**src/rtl/core/cbk_pkg.sv**
```systemverilog
// cbk_pkg: shared types and constants for the per-target circuit breaker core.
// Used by every module under rtl/core; depends on nothing.
`timescale 1ns / 1ps
`default_nettype none

package cbk_pkg;

    // Table size and derived widths
    localparam int NUM_TARGETS = 64;
    localparam int IDX_W       = (NUM_TARGETS > 1) ? $clog2(NUM_TARGETS) : 1;
    localparam int TALLY_W     = $clog2(NUM_TARGETS + 1);
    localparam int OPEN_SAT    = 127;

    // Field widths fixed by the interface
    localparam int MODE_W   = 3;
    localparam int TARGET_W = 6;
    localparam int TIME_W   = 32;
    localparam int RUN_W    = 16;
    localparam int TOTAL_W  = 32;
    localparam int OPEN_W   = 7;
    localparam int CFG_IDX_W  = 2;
    localparam int CFG_DATA_W = 32;

    // Mode codes on the input port
    localparam logic [MODE_W-1:0] MODE_REQUEST   = 3'd0;
    localparam logic [MODE_W-1:0] MODE_SUCCESS   = 3'd1;
    localparam logic [MODE_W-1:0] MODE_FAILURE   = 3'd2;
    localparam logic [MODE_W-1:0] MODE_RESET_ONE = 3'd3;
    localparam logic [MODE_W-1:0] MODE_RESET_ALL = 3'd4;
    localparam logic [MODE_W-1:0] MODE_QUERY     = 3'd5;

    // Configuration register indexes
    localparam logic [CFG_IDX_W-1:0] CFG_FAILURE_LIMIT = 2'd0;
    localparam logic [CFG_IDX_W-1:0] CFG_SUCCESS_LIMIT = 2'd1;
    localparam logic [CFG_IDX_W-1:0] CFG_OPEN_TIMEOUT  = 2'd2;

    typedef enum logic [1:0] {
        BRK_CLOSED = 2'd0,
        BRK_OPEN   = 2'd1,
        BRK_HALF   = 2'd2
    } t_brk;

    // Internal operation after classification
    typedef enum logic [2:0] {
        OP_REQUEST,
        OP_SUCCESS,
        OP_FAILURE,
        OP_RESET_ONE,
        OP_RESET_ALL,
        OP_QUERY
    } t_op;

    typedef struct packed {
        t_op                 op;
        logic                in_range;
        logic [TARGET_W-1:0] target;
        logic [TIME_W-1:0]   now_ms;
    } t_cmd;

    typedef struct packed {
        logic [RUN_W-1:0]  failure_limit;
        logic [RUN_W-1:0]  success_limit;
        logic [TIME_W-1:0] open_timeout_ms;
    } t_cfg;

    typedef struct packed {
        t_brk               state;
        logic [TIME_W-1:0]  opened_at;
        logic [RUN_W-1:0]   fail_run;
        logic [RUN_W-1:0]   success_run;
        logic [TOTAL_W-1:0] success_total;
        logic [TOTAL_W-1:0] failure_total;
    } t_entry;

    typedef struct packed {
        logic               allowed;
        logic [1:0]         breaker_state;
        logic               tracked;
        logic [RUN_W-1:0]   run_failures;
        logic [RUN_W-1:0]   run_successes;
        logic [TOTAL_W-1:0] all_successes;
        logic [TOTAL_W-1:0] all_failures;
        logic [OPEN_W-1:0]  open_entries;
    } t_result;

endpackage

`default_nettype wire

```
**src/rtl/core/cbk_res_fifo.sv**
```systemverilog
// cbk_res_fifo: two-deep result queue between the engine and the output
// ports. Depends on cbk_pkg.
`timescale 1ns / 1ps
`default_nettype none

module cbk_res_fifo (
    input  wire logic              i_clk,
    input  wire logic              i_rst_n,
    input  wire logic              i_push,
    input  wire cbk_pkg::t_result  i_data,
    output logic                   o_full,
    input  wire logic              i_pop,
    output logic                   o_empty,
    output cbk_pkg::t_result       o_data
);

    cbk_pkg::t_result r_q [2];
    logic             r_wr_ptr;
    logic             r_rd_ptr;
    logic [1:0]       r_count;
    logic [1:0]       n_count;
    logic             do_push;
    logic             do_pop;

    assign o_full  = (r_count == 2'd2);
    assign o_empty = (r_count == 2'd0);
    assign do_push = i_push && !o_full;
    assign do_pop  = i_pop && !o_empty;
    assign o_data  = r_q[r_rd_ptr];

    always_comb begin
        n_count = r_count;
        if (do_push && !do_pop) begin
            n_count = r_count + 2'd1;
        end else if (do_pop && !do_push) begin
            n_count = r_count - 2'd1;
        end
    end

    // Pointers and fill level
    always_ff @(posedge i_clk) begin
        if (!i_rst_n) begin
            r_wr_ptr <= 1'b0;
            r_rd_ptr <= 1'b0;
            r_count  <= 2'd0;
        end else begin
            if (do_push) r_wr_ptr <= ~r_wr_ptr;
            if (do_pop)  r_rd_ptr <= ~r_rd_ptr;
            r_count <= n_count;
        end
    end

    // Storage
    always_ff @(posedge i_clk) begin
        if (do_push) begin
            r_q[r_wr_ptr] <= i_data;
        end
    end

endmodule

`default_nettype wire

```
**config.mk**
```make
export PLATFORM = sky130hd
export DESIGN_NAME = cbk_res_fifo
export DESIGN_NICKNAME = d
export VERILOG_FILES = /design/src/rtl/core/cbk_pkg.sv /design/src/rtl/core/cbk_res_fifo.sv
export SDC_FILE = /design/constraint.sdc
export NUM_CORES = 1
export LEC_CHECK = 0
export BUFFER_PORTS_ARGS = -buffer_cell sky130_fd_sc_hd__buf_2
export CAP_MARGIN = 20
export CORE_MARGIN = 2
export CORE_UTILIZATION = 52
export CTS_CLUSTER_DIAMETER = 100
export DETAILED_ROUTE_END_ITERATION = 16
export PLACE_DENSITY = 0.85
export SLEW_MARGIN = 20
export SYNTH_ARGS = -nofsm -noshare
export SYNTH_HDL_FRONTEND = slang
export SYNTH_SLANG_ARGS = --single-unit
export TNS_END_PERCENT = 50
```
**constraint.sdc**
```tcl
create_clock -name i_clk -period 6.5 [get_ports i_clk]
set_input_delay 0.975 -clock i_clk [delete_from_list [all_inputs] [get_ports i_clk]]
set_output_delay 0.975 -clock i_clk [all_outputs]
set_load 0.05 [all_outputs]
```
==> results.yml <==
outcome:
  status: "finished, final reports clean"
timing:
  fmax_ghz: 0.2686
  fin_crit_ns: 3.723
  finalCritPeriodShare: 0.5728
  maxSlewViolCount: 0
  fin_tns_setup_ns: 0
  clock_skew_ns: 0.005694
  final-hold-violation-count: 0
  finalSetupViolations: 0
  rsz0062_at_grt: "no"
  worst_pin_slew_ns: 0.8820
  slew_headroom: 0.4120
yosys:
  ys_ff_latch: 219
  async_flop_share: 0
  syn-num-nets: 470
  synth.largest_area_cell: "edfxtp_1"
  synthesis.area_um2: 8069
  synth.most_common_cell: "edfxtp_1"
  synth_top_area_frac: 0.7964
  synthTopCellsByCount: "edfxtp_1, mux2_2, mux2_4"
  ys_warn_count: 0
  yosys-top-cells-area: "edfxtp_1, mux2_2, mux2_4"
  synth_edf_count: 214
  syn_avg_cell_area_um2: 22.54
  synth-seq-area-share: 0.8088
  synth_flop_cell: "edfxtp_1"
  ys_types: 22
  syn-instance-count: 358
clock_tree:
  cts_setup_buffers: 0
  cts.htree.levels: 1
  cts_tree: "done"
  cts_root_buf: "clkbuf_16"
  clkTransAtPathRegs_ns: 0.06
  cts.sinks: 219
  holdBufCountCts: 0
  clock_path_buffers: 3
  worstSkewPairLatency_ns: 0.48
  cts_buffers: 22
  cts_resized: 0
hold_path:
  min_from: "r_rd_ptr"
  hold_path_class: "flop to flop"
floorplanning:
  fp.dieH_um: 128.6
  rows: 45
  core_area_um2: 15200
  die-area_um2: 16530
  ios: 220
  initial_core_util: 0.5308
  die_w_um: 128.6
drt:
  firstDrtPassIters: 4
  drc: 0
  routed_wl_um: 14730
  vias_per_cell: 5.133
  wl_per_cell_um: 18.53
  drt-initial-drc-count: 219
  ant_nets: 0
  num_vias: 4081
critical_path:
  slowest_delay_ns: 0.90
  path_class: "flop to primary output"
  cp_top_family: "buffers and inverters"
  crit_path_start_kind: "flop"
  required_ns: 5.52
  cp.arrival_ns: 2.75
  critPathCaptureType: "primary output"
  path_max_fanout: 57
  regToRegStartpoint: "r_count[0]"
  worstPathCellList: "buf_4, mux2_2, buf_2"
  crit_slowest_cell: "dfxtp_4"
  critPathBufInv: 2
global_route:
  antenna_found_initial: 0
  grt_max_degree: 64
  grt_usage: 0.1698
  grt_pass1_vias: 4336
  grt-ovfl-total: 0
  grt_pass1_wl_um: 21680
flow_run:
  cap_viol_max_count: 0
layout:
  drive_above_1_share: 0.5931
  antenna_cells: 0
  area_growth_syn_to_layout_pct: 24.11
  fin_nets: 705
placed_design:
  dpl.hpwl_um: 9663
  gp_congestion: 0.7406
  portBuffers: 219
pwr:
  power.internal_mw: 2.924
  leakagePower_nw: 3.800
  max-vdd-ir-drop_v: 0.0002623
  p_comb_frac: 0.344
  powerDensity_nw_per_um2: 462.4
  p_switching_mw: 1.706
  seqPwrFrac: 0.407
  power_mw: 4.630
  p_clk_frac: 0.249
  p_sw_frac: 0.3684
placed cells by master, fill, tap and decap left out, types with 2 or more instances in the layout:
cell / netlist / routed
and2_1: 3 / 3
clkbuf_16: 0 / 23
edfxtp_1: 214 / 214
clkinv_2: 0 / 2
buf_2: 7 / 219
dfxtp_1: 5 / 4
clkbuf_1: 0 / 6
mux2_2: 77 / 77
mux2_4: 30 / 30
xnor2_1: 2 / 2
buf_4: 0 / 4
nor2_1: 2 / 2
clkinv_1: 0 / 6
logic make-up after synthesis:
logic type,synth area share
adders and majority gates,0.001550
xor gates and xnor gates,0.003257
muxes,0.1633
buffers and inverters,0.01225
DFF,0.8088
and+or+nand+nor,0.006825
AOI/OAI and AO/OA,0.004031
power by group through the flow:
| stage | Clock, mW | Combinational [mW] | Sequential (mW) |
|---|---|---|---|
| after floorplan | 0 | 1.35 | 1.86 |
| after global placement | 0 | 1.57 | 1.90 |
| after detailed placement | 0 | 1.60 | 1.92 |
| after CTS | 1.18 | 1.61 | 1.89 |
| after global routing | 1.23 | 1.66 | 1.91 |
| final | 1.15 | 1.59 | 1.88 |
sequential cells by signal, summed over array words and instances (netlist names), named ones only:
signal,cells
r_count,2
r_q,214
r_rd_ptr,1
r_wr_ptr,1
path summary, 6_finish.rpt:
kind                endpoint  cells past startpoint  slack (ns)
setup / recovery  o_data[64]                      3        2.78
hold / removal          flop                      2        0.59
setup reg to reg  r_q[0][42]                      5        3.98
hold reg to reg         flop                      2        0.59
final cells by class:
type / count / area (um^2)
Clock buffer: 29 / 598.1
Clock inverter: 9 / 62.56
Fill cell: 1047 / 5187
Inverter: 2 / 7.507
Multi-Input combinational cell: 125 / 1455
Sequential cell: 219 / 6530
Tap cell: 188 / 235.2
Timing Repair Buffer: 223 / 1126
tightest hold or removal path, delay by kind of cell (launching register included):
family        cells  cell delay [ns]
simple gates      1             0.14
flops             1             0.33
xor+xnor          1             0.08
per-stage QoR:
stage	utilization	cells	worst slack [ns]	area [um^2]	hold slack (ns)
3_3_place_gp	0.6153	757	3.252	9354	0.4995
4_1_cts	0.6588	795	2.674	10010	0.5781
6_report	0.6588	795	2.777	10010	0.5866
2_1_floorplan	-	358	0.7521	8069	0.4833
5_1_grt	0.6588	795	2.607	10010	0.6103
3_5_place_dp	0.6153	757	3.201	9354	0.5691
metal layers:
metal,GRT usage,routed length (um),vias up,share of wire
met5,0,0,-,0
met4,0.04540,272,0,0.018
met3,0.05239,1256,24,0.085
met2,0.3198,7820,173,0.53
met1,0.1858,5380,1990,0.37
li1,-,-,1894,-
Power figures use the tool's default switching activity.
